==> config.mk <==
export PLATFORM = sky130hd
export DESIGN_NAME = fet_front
export DESIGN_NICKNAME = d
export VERILOG_FILES = /design/src/sv/fisher_exact_test_2x2_core_macros.svh /design/src/sv/fet_pkg.sv /design/src/sv/fet_front.sv
export SDC_FILE = /design/constraint.sdc
export NUM_CORES = 1
export LEC_CHECK = 0
export BUFFER_PORTS_ARGS = -buffer_cell sky130_fd_sc_hd__buf_2
export CORE_UTILIZATION = 53
export CTS_BUF_LIST = sky130_fd_sc_hd__clkbuf_4
export DETAILED_ROUTE_END_ITERATION = 8
export PLACE_DENSITY = 0.79
export SLEW_MARGIN = 0
export SYNTH_ARGS = -nofsm -noshare
export SYNTH_HDL_FRONTEND = slang
export SYNTH_SLANG_ARGS = --single-unit
==> constraint.sdc <==
create_clock -name clk -period 4.85 [get_ports clk]
set_clock_uncertainty 0.15 [all_clocks]
set_input_delay 1.455 -clock clk [delete_from_list [all_inputs] [get_ports clk]]
set_output_delay 1.455 -clock clk [all_outputs]
set_load 0.03 [all_outputs]
==> src/sv/fisher_exact_test_2x2_core_macros.svh <==
// assertion macros shared by the fisher exact test core
// depends on nothing; the using module supplies clk and rst
`ifndef FISHER_EXACT_TEST_2X2_CORE_MACROS_SVH
`define FISHER_EXACT_TEST_2X2_CORE_MACROS_SVH

// condition holds at every clock edge out of reset
`define FET_ASSERT_HOLD(lbl, cond, msg) \
  lbl: assert property (@(posedge clk) disable iff (rst) (cond)) else $error(msg);

// antecedent implies consequent in the same cycle
`define FET_ASSERT_IMP(lbl, ante, cons, msg) \
  lbl: assert property (@(posedge clk) disable iff (rst) (ante) |-> (cons)) else $error(msg);

`endif

==> src/sv/fet_pkg.sv <==
// types, constants and elaboration-time table builders for the fisher exact test core
// used by every module of the core
package fet_pkg;

  localparam int CNT_W         = 10;
  localparam int SUM_W         = CNT_W + 2;
  localparam int MARG_W        = CNT_W + 1;
  localparam int P_W           = 33;
  localparam int Q_FRAC        = 20;
  localparam int EXP_SPAN      = 23;
  localparam int EXP_K_W       = $clog2(EXP_SPAN);
  localparam int MAX_TOTAL_DEF = 1023;

  localparam logic [63:0] ONE62   = 64'd1 << 62;
  localparam logic [63:0] LN2_Q62 = 64'h2C5C85FDF473DE6B;
  localparam logic [P_W-1:0] ONE32 = P_W'(64'd1 << 32);

  typedef struct packed {
    logic [CNT_W-1:0] count_a;
    logic [CNT_W-1:0] count_b;
    logic [CNT_W-1:0] count_c;
    logic [CNT_W-1:0] count_d;
  } fet_in_t;

  typedef struct packed {
    logic [P_W-1:0] p_value;
    logic           range_error;
  } fet_out_t;

  typedef struct packed {
    logic              err;
    logic [CNT_W-1:0]  a;
    logic [CNT_W-1:0]  b;
    logic [CNT_W-1:0]  c;
    logic [CNT_W-1:0]  d;
    logic [MARG_W-1:0] lo;
    logic [MARG_W-1:0] hi;
  } fet_job_t;

  typedef struct packed {
    logic               start;
    logic [EXP_K_W-1:0] k;
    logic [Q_FRAC-1:0]  f;
  } fet_exp_req_t;

  typedef struct packed {
    logic           done;
    logic [P_W-1:0] value;
  } fet_exp_rsp_t;

  typedef logic [63:0] fet_expint_t [0:EXP_SPAN-1];

  function automatic int lf_width(int m);
    return $clog2(m * $clog2(m + 1) + 2) + Q_FRAC;
  endfunction

  function automatic logic [63:0] mul62_f(logic [63:0] a, logic [63:0] b);
    logic [127:0] p;
    p = {64'd0, a} * {64'd0, b};
    return p[125:62];
  endfunction

  function automatic logic [63:0] exp_neg_q62_f(logic [63:0] x);
    logic [63:0] pos;
    logic [63:0] neg;
    logic [63:0] term;
    logic        run;
    pos  = ONE62;
    neg  = '0;
    term = ONE62;
    run  = 1'b1;
    for (int j = 1; j <= 40; j++) begin
      if (run) begin
        term = mul62_f(term, x) / 64'(j);
        if (term == 64'd0) begin
          run = 1'b0;
        end else if ((j % 2) == 1) begin
          neg = neg + term;
        end else begin
          pos = pos + term;
        end
      end
    end
    return pos - neg;
  endfunction

  function automatic logic [63:0] ln_q58_f(logic [63:0] i);
    logic [63:0] p;
    logic [63:0] k;
    logic [63:0] num;
    logic [63:0] den;
    logic [63:0] rem;
    logic [63:0] t;
    logic [63:0] t2;
    logic [63:0] term;
    logic [63:0] sum;
    logic        run;
    p = 64'd1;
    k = '0;
    for (int s = 0; s < 64; s++) begin
      if ((p << 1) <= i && (p << 1) != 64'd0) begin
        p = p << 1;
        k = k + 64'd1;
      end
    end
    num = i - p;
    den = i + p;
    sum = '0;
    if (num != 64'd0) begin
      rem = num;
      t   = '0;
      for (int n = 0; n < 62; n++) begin
        rem = rem << 1;
        t   = t << 1;
        if (rem >= den) begin
          rem = rem - den;
          t   = t | 64'd1;
        end
      end
      t2   = mul62_f(t, t);
      sum  = t;
      term = t;
      run  = 1'b1;
      for (int j = 3; j < 200; j += 2) begin
        if (run) begin
          term = mul62_f(term, t2);
          if (term == 64'd0) begin
            run = 1'b0;
          end else begin
            sum = sum + term / 64'(j);
          end
        end
      end
      sum = sum << 1;
    end
    return k * ((LN2_Q62 + 64'd8) >> 4) + ((sum + 64'd8) >> 4);
  endfunction

  function automatic fet_expint_t expint_build();
    fet_expint_t r;
    logic [63:0] e1;
    e1   = exp_neg_q62_f(ONE62);
    r[0] = ONE62;
    for (int i = 1; i < EXP_SPAN; i++) begin
      r[i] = mul62_f(r[i-1], e1);
    end
    return r;
  endfunction

endpackage

==> src/sv/fet_front.sv <==
// front part: takes requests, checks the total, finds the margin range and queues jobs
// depends on fet_pkg
module fet_front import fet_pkg::*; #(
  parameter int MAX_TOTAL = MAX_TOTAL_DEF
) (
  input  logic     clk,
  input  logic     rst,
  input  logic     start,
  input  fet_in_t  request,
  output logic     busy,
  output fet_job_t job,
  output logic     job_valid,
  input  logic     pop
);

  localparam int QD = 2;

  fet_job_t         q [0:QD-1];
  logic [1:0]       count;
  logic             wr_ptr;
  logic             rd_ptr;
  logic             push;
  fet_job_t         job_in;
  logic [SUM_W-1:0] n;

  always_comb begin
    n = SUM_W'(request.count_a) + SUM_W'(request.count_b)
      + SUM_W'(request.count_c) + SUM_W'(request.count_d);
    job_in.err = 17'(n) > 17'(MAX_TOTAL);
    job_in.a   = request.count_a;
    job_in.b   = request.count_b;
    job_in.c   = request.count_c;
    job_in.d   = request.count_d;
    job_in.lo  = (request.count_a > request.count_d)
               ? MARG_W'(request.count_a) - MARG_W'(request.count_d) : '0;
    job_in.hi  = (request.count_b < request.count_c)
               ? MARG_W'(request.count_a) + MARG_W'(request.count_b)
               : MARG_W'(request.count_a) + MARG_W'(request.count_c);
  end

  assign busy      = (count == 2'(QD));
  assign push      = start && !busy;
  assign job_valid = (count != 2'd0);
  assign job       = q[rd_ptr];

  always_ff @(posedge clk) begin
    if (push) begin
      q[wr_ptr] <= job_in;
    end
  end

  always_ff @(posedge clk) begin
    if (rst) begin
      count  <= '0;
      wr_ptr <= 1'b0;
      rd_ptr <= 1'b0;
    end else begin
      if (push) begin
        wr_ptr <= !wr_ptr;
      end
      if (pop && job_valid) begin
        rd_ptr <= !rd_ptr;
      end
      count <= count + 2'(push) - 2'(pop && job_valid);
    end
  end

endmodule

==> impl_metrics.py <==
metrics = {
    "logic_synthesis": {
        "syn_nets": 553,
        "async_reset_ff_share_pct": 0,
        "synthFlopType": "edfxtp_1",
        "synth_warnings": 0,
        "ys_ff_latch": 131,
        "synth.distinct_cells": 45,
        "synthTopCellsByArea": "edfxtp_1, mux2_2, ha_1",
        "yosysTopAreaCell": "edfxtp_1",
        "syn_area_per_cell_sq_um": 14.9,
        "synth_edf_count": 126,
        "syn_area_sq_um": 6640,
        "syn_inst": 447,
        "yosysTopAreaCellShare_pct": 56.9,
        "synth_seq_area_share_pct": 58.5,
    },
    "pwr": {
        "finalPower_mw": 3.63,
        "p_per_area_nw_per_um2": 467,
        "power_switching_mw": 1.28,
        "power_frac_seq_pct": 41.8,
        "vdd_drop_max_v": 0.000276,
        "p_clk_share_pct": 20.3,
        "internal_power_mw": 2.35,
        "p_sw_share_pct": 35.3,
        "p_leak_nw": 3.23,
        "p_comb_share_pct": 37.9,
    },
    "global_route": {
        "grt_remaining_overflow": 0,
        "track_usage_pct": 21.5,
        "grt_pass1_vias": 4157,
        "grt_pass1_wl_mm": 20.4,
        "antenna_found_initial": 1,
        "grt_max_degree": 64,
    },
    "detailed_routing": {
        "vias": 3995,
        "first_iter_violations": 193,
        "drc": 0,
        "routedWlPerCell_um": 17.2,
        "ant_nets": 0,
        "totalWireLength_mm": 13.1,
        "dr.pass1.iters": 4,
        "via_per_inst": 5.26,
    },
    "placed_design": {
        "dpl.hpwl_mm": 9.25,
        "place_inst": 729,
        "io_buffers": 108,
        "gp_congestion": 0.883,
        "place_ws_ns": -0.0611,
    },
    "die": {
        "core_area_sq_um": 12100,
        "die_x_um": 114,
        "row_count": 40,
        "die_h_um": 114,
        "io_pins": 109,
        "start_util_pct": 54.9,
        "die-area_sq_um": 13000,
    },
    "timing": {
        "slew_viol_final": 0,
        "max_freq_mhz": 226,
        "min_period_ns": 4.43,
        "finalWorstSetupSlack_ns": 0.416,
        "max-slew-margin-rel_pct": 39.6,
        "setup_violations": 0,
        "worstMarginPinSlew_ns": 0.904,
        "hold_violations": 0,
        "grt_setup_unrepaired": "false",
        "tns_ns": 0,
        "min_period_over_period_pct": 91.4,
    },
    "cts": {
        "postCtsResizedCells": 0,
        "cts_buffers": 17,
        "cts.sink_count": 131,
        "root_buffer": "clkbuf_4",
        "postCtsSetupBuffers": 0,
        "clkTransAtPathRegs_ns": 0.09,
        "htreeDepth": 4,
        "cts_buffer_depth": 2,
        "cts_hold_buf": 0,
        "cts_tree": "yes",
        "insertion_delay_ns": 0.53,
    },
    "final_layout": {
        "most-common-layout-cells": "edfxtp_1, buf_2, mux2_2, inv_1, ha_1",
        "drive_gt1_share_pct": 38.1,
        "utilization_pct": 64.1,
        "final_common_cell": "edfxtp_1",
        "multi_input_comb_area_sq_um": 2550,
        "syn_to_final_growth_pct": 16.9,
        "num-fill-cells": 942,
        "nNetsFinal": 686,
        "seq_area_sq_um": 3880,
        "instances_no_fill": 760,
    },
    "worst_setup_path": {
        "critPathCaptureType": "register",
        "critPathRequiredTime_ns": 4.96,
        "worstSetupPathType": "input port to register",
        "worstPathArrival_ns": 4.55,
        "cp_max_fo": 2,
        "startpoint_type": "input port",
    },
    "outcome": {
        "status": "finished, final reports clean",
    },
    "job": {
        "drv_cap": 0,
    },
    "hold_path": {
        "hold_path.class": "register to register",
    },
}
==> path summary, 6_finish.rpt <==
check,startpoint,endpoint,slack [ns],cells past startpoint
setup / recovery,request[17],q[0][10],0.42,16
hold / removal,rd_ptr,rd_ptr,0.38,2
setup reg to reg,count[0],q[0][5],2.69,4
hold reg to reg,rd_ptr,rd_ptr,0.38,2
==> critical path: stages <==
cell      delay, ns
buf_2          0.09
inv_1          0.06
ha_1           0.31
a21oi_1        0.15
nor2_1         0.06
a211oi_1       0.22
buf_4          0.17
o21ai_1        0.08
mux2_2         0.29
ha_1           0.21
fa_1           0.40
a21o_1         0.18
a21oi_1        0.21
o21ai_0        0.18
a31oi_1        0.28
o21ai_0        0.18
==> final cells by class <==
| type | instances | share of cell area, % |
|---|---|---|
| clock buffers | 22 | 2.13 |
| diodes | 1 | 0.0322 |
| inverters | 48 | 2.32 |
| clock inverters | 8 | 1.43 |
| well taps | 168 | 2.71 |
| multi-input cells | 259 | 32.8 |
| flip-flops and latches | 131 | 50.0 |
| repair buffers | 123 | 8.57 |
==> power by group through the flow <==
stage	sequential [mW]	combinational [mW]	clock (mW)
6_report	1.52	1.38	0.736
5_1_grt	1.53	1.48	0.799
4_1_cts	1.52	1.39	0.758
3_5_place_dp	1.54	1.38	0
3_3_place_gp	1.53	1.35	0
2_1_floorplan	1.54	1.01	0
==> logic make-up after synthesis <==
group,count (synthesis),synth area share (%)
xor+xnor,16,2.11
fa+ha+maj,62,14.0
simple gates,54,4.03
flops,131,58.5
mux,73,12.3
buf+inv,57,3.35
compound gates,54,5.74
==> registers in the layout, summed over array words and instances, names as in the netlist, named ones only <==
signal / flops
q: 126
count: 2
rd_ptr: 1
wr_ptr: 1
==> routing by layer <==
layer / routed length, um / track usage (%) / part of all wire [%] / vias up
li1: - / - / - / 1913
met1: 5470 / 25.4 / 42 / 1933
met2: 6640 / 36.7 / 51 / 123
met3: 677 / 5.95 / 5.2 / 26
met4: 289 / 9.96 / 2.2 / 0
met5: 0 / 0 / 0 / -
==> Yosys cell counts (2+ instances only) <==
master    number
xor2_1         8
xnor2_1        8
dfxtp_1        5
ha_1          41
a211oi_1       4
nor2_1        16
nand2_1       13
and2_1         2
or2_2          2
inv_1         48
and4_1         2
buf_1          5
a221o_1        2
nor2b_1        3
a41oi_1        2
edfxtp_1     126
o21ai_0        7
a21oi_1       15
fa_1          21
clkbuf_1       2
and3_1         3
nand4_1        3
nor3_1         2
a31oi_1        2
nand3_1        3
a21o_1        11
mux2_2        67
mux2i_1        6
nand2b_1       2
==> stage by stage <==
stage                     hold WS (ns)  cell area (sq um)
final                            0.380               7770
after global routing             0.424               7770
after CTS                        0.381               7760
after detailed placement         0.355               7490
after global placement           0.349               7490
after floorplan                  0.331               6640
Power figures use the tool's default switching activity.
