**src/sv/fisher_exact_test_2x2_core_macros.svh**
```systemverilog
// assertion macros shared by the fisher exact test core
// depends on nothing; the using module supplies clk and rst
`ifndef FISHER_EXACT_TEST_2X2_CORE_MACROS_SVH
`define FISHER_EXACT_TEST_2X2_CORE_MACROS_SVH

// condition holds at every clock edge out of reset
`define FET_ASSERT_HOLD(lbl, cond, msg) \
  lbl: assert property (@(posedge clk) disable iff (rst) (cond)) else $error(msg);

// antecedent implies consequent in the same cycle
`define FET_ASSERT_IMP(lbl, ante, cons, msg) \
  lbl: assert property (@(posedge clk) disable iff (rst) (ante) |-> (cons)) else $error(msg);

`endif

```
**src/sv/fet_pkg.sv**
```systemverilog
// types, constants and elaboration-time table builders for the fisher exact test core
// used by every module of the core
package fet_pkg;

  localparam int CNT_W         = 10;
  localparam int SUM_W         = CNT_W + 2;
  localparam int MARG_W        = CNT_W + 1;
  localparam int P_W           = 33;
  localparam int Q_FRAC        = 20;
  localparam int EXP_SPAN      = 23;
  localparam int EXP_K_W       = $clog2(EXP_SPAN);
  localparam int MAX_TOTAL_DEF = 1023;

  localparam logic [63:0] ONE62   = 64'd1 << 62;
  localparam logic [63:0] LN2_Q62 = 64'h2C5C85FDF473DE6B;
  localparam logic [P_W-1:0] ONE32 = P_W'(64'd1 << 32);

  typedef struct packed {
    logic [CNT_W-1:0] count_a;
    logic [CNT_W-1:0] count_b;
    logic [CNT_W-1:0] count_c;
    logic [CNT_W-1:0] count_d;
  } fet_in_t;

  typedef struct packed {
    logic [P_W-1:0] p_value;
    logic           range_error;
  } fet_out_t;

  typedef struct packed {
    logic              err;
    logic [CNT_W-1:0]  a;
    logic [CNT_W-1:0]  b;
    logic [CNT_W-1:0]  c;
    logic [CNT_W-1:0]  d;
    logic [MARG_W-1:0] lo;
    logic [MARG_W-1:0] hi;
  } fet_job_t;

  typedef struct packed {
    logic               start;
    logic [EXP_K_W-1:0] k;
    logic [Q_FRAC-1:0]  f;
  } fet_exp_req_t;

  typedef struct packed {
    logic           done;
    logic [P_W-1:0] value;
  } fet_exp_rsp_t;

  typedef logic [63:0] fet_expint_t [0:EXP_SPAN-1];

  function automatic int lf_width(int m);
    return $clog2(m * $clog2(m + 1) + 2) + Q_FRAC;
  endfunction

  function automatic logic [63:0] mul62_f(logic [63:0] a, logic [63:0] b);
    logic [127:0] p;
    p = {64'd0, a} * {64'd0, b};
    return p[125:62];
  endfunction

  function automatic logic [63:0] exp_neg_q62_f(logic [63:0] x);
    logic [63:0] pos;
    logic [63:0] neg;
    logic [63:0] term;
    logic        run;
    pos  = ONE62;
    neg  = '0;
    term = ONE62;
    run  = 1'b1;
    for (int j = 1; j <= 40; j++) begin
      if (run) begin
        term = mul62_f(term, x) / 64'(j);
        if (term == 64'd0) begin
          run = 1'b0;
        end else if ((j % 2) == 1) begin
          neg = neg + term;
        end else begin
          pos = pos + term;
        end
      end
    end
    return pos - neg;
  endfunction

  function automatic logic [63:0] ln_q58_f(logic [63:0] i);
    logic [63:0] p;
    logic [63:0] k;
    logic [63:0] num;
    logic [63:0] den;
    logic [63:0] rem;
    logic [63:0] t;
    logic [63:0] t2;
    logic [63:0] term;
    logic [63:0] sum;
    logic        run;
    p = 64'd1;
    k = '0;
    for (int s = 0; s < 64; s++) begin
      if ((p << 1) <= i && (p << 1) != 64'd0) begin
        p = p << 1;
        k = k + 64'd1;
      end
    end
    num = i - p;
    den = i + p;
    sum = '0;
    if (num != 64'd0) begin
      rem = num;
      t   = '0;
      for (int n = 0; n < 62; n++) begin
        rem = rem << 1;
        t   = t << 1;
        if (rem >= den) begin
          rem = rem - den;
          t   = t | 64'd1;
        end
      end
      t2   = mul62_f(t, t);
      sum  = t;
      term = t;
      run  = 1'b1;
      for (int j = 3; j < 200; j += 2) begin
        if (run) begin
          term = mul62_f(term, t2);
          if (term == 64'd0) begin
            run = 1'b0;
          end else begin
            sum = sum + term / 64'(j);
          end
        end
      end
      sum = sum << 1;
    end
    return k * ((LN2_Q62 + 64'd8) >> 4) + ((sum + 64'd8) >> 4);
  endfunction

  function automatic fet_expint_t expint_build();
    fet_expint_t r;
    logic [63:0] e1;
    e1   = exp_neg_q62_f(ONE62);
    r[0] = ONE62;
    for (int i = 1; i < EXP_SPAN; i++) begin
      r[i] = mul62_f(r[i-1], e1);
    end
    return r;
  endfunction

endpackage

```
**src/sv/fet_exp.sv**
```systemverilog
// exp unit: exp(-k-f) rounded to 32 fraction bits by series, one 32x32 multiplier
// and an 8 bit per cycle divider; depends on fet_pkg
module fet_exp import fet_pkg::*; (
  input  logic         clk,
  input  logic         rst,
  input  fet_exp_req_t req,
  output fet_exp_rsp_t rsp
);

  localparam logic [2:0] E_IDLE = 3'd0;
  localparam logic [2:0] E_MUL  = 3'd1;
  localparam logic [2:0] E_LD   = 3'd2;
  localparam logic [2:0] E_DIV  = 3'd3;
  localparam logic [2:0] E_ACC  = 3'd4;
  localparam logic [2:0] E_FIN  = 3'd5;
  localparam logic [2:0] E_RND  = 3'd6;

  localparam fet_expint_t EXPINT = expint_build();
  localparam logic [5:0]  J_LAST = 6'd40;

  logic [2:0]         state;
  logic [EXP_K_W-1:0] k;
  logic [63:0]        x;
  logic [63:0]        pos;
  logic [63:0]        neg;
  logic [63:0]        ma;
  logic [63:0]        mb;
  logic [63:0]        pp;
  logic [1:0]         pidx;
  logic [127:0]       acc;
  logic [127:0]       pp_sh;
  logic [2:0]         mcnt;
  logic               fin;
  logic [5:0]         j;
  logic [63:0]        dvd;
  logic [5:0]         rem;
  logic [2:0]         dcnt;
  logic [63:0]        dvd_next;
  logic [5:0]         rem_next;
  logic [31:0]        opa;
  logic [31:0]        opb;
  logic [6:0]         r2;
  logic [63:0]        rnd;

  always_comb begin
    unique case (mcnt[1:0])
      2'd0: begin opa = ma[31:0];  opb = mb[31:0];  end
      2'd1: begin opa = ma[31:0];  opb = mb[63:32]; end
      2'd2: begin opa = ma[63:32]; opb = mb[31:0];  end
      default: begin opa = ma[63:32]; opb = mb[63:32]; end
    endcase
    unique case (pidx)
      2'd0:    pp_sh = {64'd0, pp};
      2'd3:    pp_sh = {pp, 64'd0};
      default: pp_sh = {32'd0, pp, 32'd0};
    endcase
  end

  always_comb begin
    dvd_next = dvd;
    rem_next = rem;
    for (int s = 0; s < 8; s++) begin
      r2 = {rem_next, dvd_next[63]};
      if (r2 >= 7'(j)) begin
        dvd_next = {dvd_next[62:0], 1'b1};
        rem_next = 6'(r2 - 7'(j));
      end else begin
        dvd_next = {dvd_next[62:0], 1'b0};
        rem_next = r2[5:0];
      end
    end
  end

  assign rnd = acc[125:62] + (64'd1 << 29);

  always_ff @(posedge clk) begin
    if (rst) begin
      state    <= E_IDLE;
      rsp.done <= 1'b0;
    end else begin
      rsp.done <= 1'b0;
      unique case (state)
        E_IDLE: begin
          if (req.start) begin
            k     <= req.k;
            x     <= {req.f, 44'd0} >> 2;
            ma    <= ONE62;
            mb    <= {req.f, 44'd0} >> 2;
            pos   <= ONE62;
            neg   <= '0;
            j     <= 6'd1;
            fin   <= 1'b0;
            acc   <= '0;
            mcnt  <= '0;
            state <= E_MUL;
          end
        end
        E_MUL: begin
          if (mcnt != 3'd4) begin
            pp   <= opa * opb;
            pidx <= mcnt[1:0];
          end
          if (mcnt != 3'd0) begin
            acc <= acc + pp_sh;
          end
          mcnt <= mcnt + 3'd1;
          if (mcnt == 3'd4) begin
            state <= fin ? E_RND : E_LD;
          end
        end
        E_LD: begin
          dvd   <= acc[125:62];
          rem   <= '0;
          dcnt  <= '0;
          state <= E_DIV;
        end
        E_DIV: begin
          dvd  <= dvd_next;
          rem  <= rem_next;
          dcnt <= dcnt + 3'd1;
          if (dcnt == 3'd7) begin
            state <= E_ACC;
          end
        end
        E_ACC: begin
          if (dvd == 64'd0) begin
            state <= E_FIN;
          end else begin
            if (j[0]) begin
              neg <= neg + dvd;
            end else begin
              pos <= pos + dvd;
            end
            if (j == J_LAST) begin
              state <= E_FIN;
            end else begin
              j     <= j + 6'd1;
              ma    <= dvd;
              mb    <= x;
              acc   <= '0;
              mcnt  <= '0;
              state <= E_MUL;
            end
          end
        end
        E_FIN: begin
          ma    <= EXPINT[k];
          mb    <= pos - neg;
          fin   <= 1'b1;
          acc   <= '0;
          mcnt  <= '0;
          state <= E_MUL;
        end
        E_RND: begin
          rsp.done  <= 1'b1;
          rsp.value <= P_W'(rnd >> 30);
          state     <= E_IDLE;
        end
        default: state <= E_IDLE;
      endcase
    end
  end

endmodule

```
**config.mk**
```make
export PLATFORM = sky130hd
export DESIGN_NAME = fet_exp
export DESIGN_NICKNAME = d
export VERILOG_FILES = /design/src/sv/fisher_exact_test_2x2_core_macros.svh /design/src/sv/fet_pkg.sv /design/src/sv/fet_exp.sv
export SDC_FILE = /design/constraint.sdc
export NUM_CORES = 2
export LEC_CHECK = 0
export BUFFER_PORTS_ARGS = -buffer_cell sky130_fd_sc_hd__buf_2
export CORE_MARGIN = 8
export CORE_UTILIZATION = 65
export CTS_BUF_LIST = sky130_fd_sc_hd__clkbuf_2 sky130_fd_sc_hd__clkbuf_4 sky130_fd_sc_hd__clkbuf_8
export DETAILED_ROUTE_END_ITERATION = 8
export PLACE_DENSITY = 0.81
export RECOVER_POWER = 25
export SYNTH_ARGS = -nofsm -noshare
export SYNTH_HDL_FRONTEND = slang
export SYNTH_SLANG_ARGS = --single-unit
```
**constraint.sdc**
```tcl
create_clock -name clk -period 20.1 [get_ports clk]
set_input_delay 2.01 -clock clk [delete_from_list [all_inputs] [get_ports clk]]
set_output_delay 2.01 -clock clk [all_outputs]
set_load 0.01 [all_outputs]
```
==> metrics.md <==
| Metric | Value |
|---|---|
| Clk buf depth | 3 |
| Largest net degree at the start of global routing | 79 |
| Most frequent cell after synthesis | inv_1 |
| Final period utilization | 92.1% |
| Multi-input gate area | 54500 µm² |
| Flop and latch count out of synthesis | between 500 and 600 |
| Pre-antenna DRT Iters | 7 |
| Global route overflow | 0 |
| Hpwl dp | around 210 mm |
| XOR/XNOR Fraction of Synth Area | under 10% |
| Number of buffers created by CTS | roughly 100 |
| Prevailing post-synth register cell | edfxtp_1 |
| Hold Buf Count CTS | 0 |
| NumNets Final | between 10000 and 15000 |
| Final Max Slew Viols | between 600 and 700 |
| Drt drc | 0 |
| Worst Reg-to-Reg Cells | between 70 and 80 |
| Maxcap violations | 12 |
| CTS H-tree depth | 3 |
| Initial antenna violation count | 20 |
| First-pass GRT wire length | 405 mm |
| Worst Hold Class | reg2reg |
| # port buffers | 61 |
| Final worst clock skew | ~0.10 ns |
| Top delay family on crit path | compound AO/OA/AOI/OAI gates |
| WP buf/inv | 6 |
| Failing checks | capacitance limit, slew limit |
| Worst-path clk slew | around 0.07 ns |
| CTS sink cnt | between 500 and 600 |
| Synthesized netlist cell count | 8534 |
| Fin. Hold Viols | 0 |
| Synth Area in Adders | between 30% and 40% |
| Worst Tran Pin Value | about 4.2 ns |
| Postcts setup bufs | 0 |
| Sum Neg Setup Slack | 0 ns |
| Synthesized net count | 10100 |
| CP max-delay cell | a2111o_1 |
| Seq/Total Area, Yosys | roughly 23% |
| Worst-Skew Late Latency | approximately 0.87 ns |
| Mapped cell area | between 70000 and 80000 µm² |
| Critical Path RT | 20.56 ns |
| Row count | roughly 130 |
| Core Box Area | 119000 µm² |
| Synth top cells by count | inv_1, nand2_1, fa_1 |
| Outcome | complete, but fails checks |
| CTS tree | done |
| Mux contribution to synthesized area | 3.19% |
| Final Critical Period | 18.51 ns |
| Largest family of logic cells by synthesized area | adder cells |
| Critical Path Stages | 77 |
| Crit-path max cell delay | 0.48 ns |
| Compound-Gate Fraction of Synth Area | about 13% |
| Ys Warns | 0 |
| Mean post-synth cell area | 9.12 µm² |
| EDFF count, synth | 589 |
| Layout cell share with drive strength beyond 1 | approximately 6.1% |
| Synth async-reset ratio | 0% |
| Synth top area share | a little under a quarter |
| Clock tree root driver cell | clkbuf_8 |
| Post-Synth Simple-Gate Area | ~15% |
| Gr usage total | between 40% and 50% |
| Vias | 65700 |
| Post-DRT Antenna Nets | 0 |
| F_max | 54.0 MHz |
| Die height | roughly 360 µm |
| Critical path peak fanout | 9 |
| Final WL | approximately 270 mm |
| Die ar. | between 100000 and 150000 µm² |
| Fill cells | slightly above 9000 |
| RSZ-0062 raised after global routing | no |
| Area leader, netlist | fa_1 |
| Critical path arrival | between 15 and 20 ns |
| Gates resized, CTS repair | 0 |
| Yosys cell types | 95 |
| Detailed Route Iter0 Violations | between 8000 and 9000 |
| Seq. cell area | ~18000 µm² |
| Initial core utilization | 65.2% |
| Startpoint types | flip-flop |
| CP most frequent cell | ha_1 |
| Relative max-transition margin | -181% |
| WL/cell | between 20 and 30 µm |
| I/O pin total | 62 |
| Number of setup violations in the final report | 0 |
| Top cells by area, synth | fa_1, edfxtp_1, ha_1 |
| Drt via density | 6.47 |
| Hold-critical path depth | 0 |
| Die W | around 360 µm |
| P&R area growth vs syn | 5.57% |
| Critical Path Sink Type | flip-flop |
| Vias in the first global route | ~66000 |
| Critical path class | reg2reg |
| GPL Wtd Cong | 1.04 |
==> routing by layer <==
metal | vias to the layer above | routed length (µm) | track usage [%]
li1 | 28400 | - | -
met5 | - | 65 | 0
met1 | 31700 | 96700 | 50.8
met2 | 4516 | 116000 | 60.9
met3 | 1114 | 34900 | 11.8
met4 | 12 | 25200 | 30.0
==> logic make-up (layout without fill, tap and decap cells) <==
| group | after synthesis | count (layout) |
|---|---|---|
| AND/OR/NAND/NOR | 2618 | 2618 |
| AO/OA/AOI/OAI | 1595 | 1595 |
| other | 0 | 21 |
| XOR/XNOR | 398 | 398 |
| buffers and inverters | 1543 | 1534 |
| adder cells (fa/ha/maj) | 1559 | 1559 |
| flip-flops | 593 | 593 |
| multiplexers | 228 | 228 |
==> worst reg2reg max path: cells and delay by family (launching register included) <==
family / cells / cell delay (ns)
simple gates: 26 / 4.84
flops: 1 / 0.47
compound gates: 32 / 7.91
buf+inv: 6 / 0.80
mux: 5 / 1.91
fa+ha+maj: 8 / 2.23
==> per-stage QoR <==
step           hold WS, ns  area, µm²  utilization (%)  setup WS, ns  cells
4_1_cts              0.559      82200             68.9          1.59  10100
5_1_grt              0.585      82100             68.8         0.217  10100
3_5_place_dp         0.551      79800             66.9          1.69   9941
2_1_floorplan        0.482      77800                -          3.48   8534
6_report             0.554      82200             68.9          1.59  10200
3_3_place_gp         0.515      79800             66.9          1.56   9941
==> layout by cell type, fill, tap and decap left out, drive strengths merged, types with 109 or more instances in the layout <==
cell / instances
edfxtp: 589
a21o: 275
nand3: 109
and2: 114
a21oi: 433
fa: 908
xor2: 149
buf: 144
clkbuf: 152
mux2: 128
o21ai: 319
xnor2: 249
inv: 1169
nand2: 1114
ha: 651
nor2: 766
==> sequential cells by signal, indices dropped and copies added, names as in the netlist <==
name   cells
state      3
pos       64
mcnt       3
pidx       2
x         20
rsp       34
fin        1
mb        64
ma        64
neg       64
dvd       64
pp        64
j          6
acc      126
k          5
dcnt       3
rem        6
==> path summary, 6_finish.rpt <==
kind,slack [ns],end,startpoint
max,1.59,rem[4]$_SDFFCE_PN0P_,dvd[63]$_DFFE_PP_
min,0.55,pidx[1]$_DFFE_PP_,mcnt[1]$_SDFFCE_PN0P_
max reg2reg,1.59,rem[4]$_SDFFCE_PN0P_,dvd[63]$_DFFE_PP_
min reg2reg,0.55,pidx[1]$_DFFE_PP_,mcnt[1]$_SDFFCE_PN0P_
==> layout make-up <==
| cell class | count | share of cell area, % |
|---|---|---|
| Inverter | 1165 | 5.32 |
| Antenna cell | 21 | 0.0639 |
| Timing Repair Buffer | 173 | 1.31 |
| Multi-Input combinational cell | 6398 | 66.3 |
| Clock inverter | 73 | 1.03 |
| Tap cell | 1612 | 2.45 |
| Clock buffer | 123 | 1.92 |
| Sequential cell | 593 | 21.6 |
Power is not shown: default switching activity piles up to over one toggle a cycle in this logic, so the estimate is an artifact.
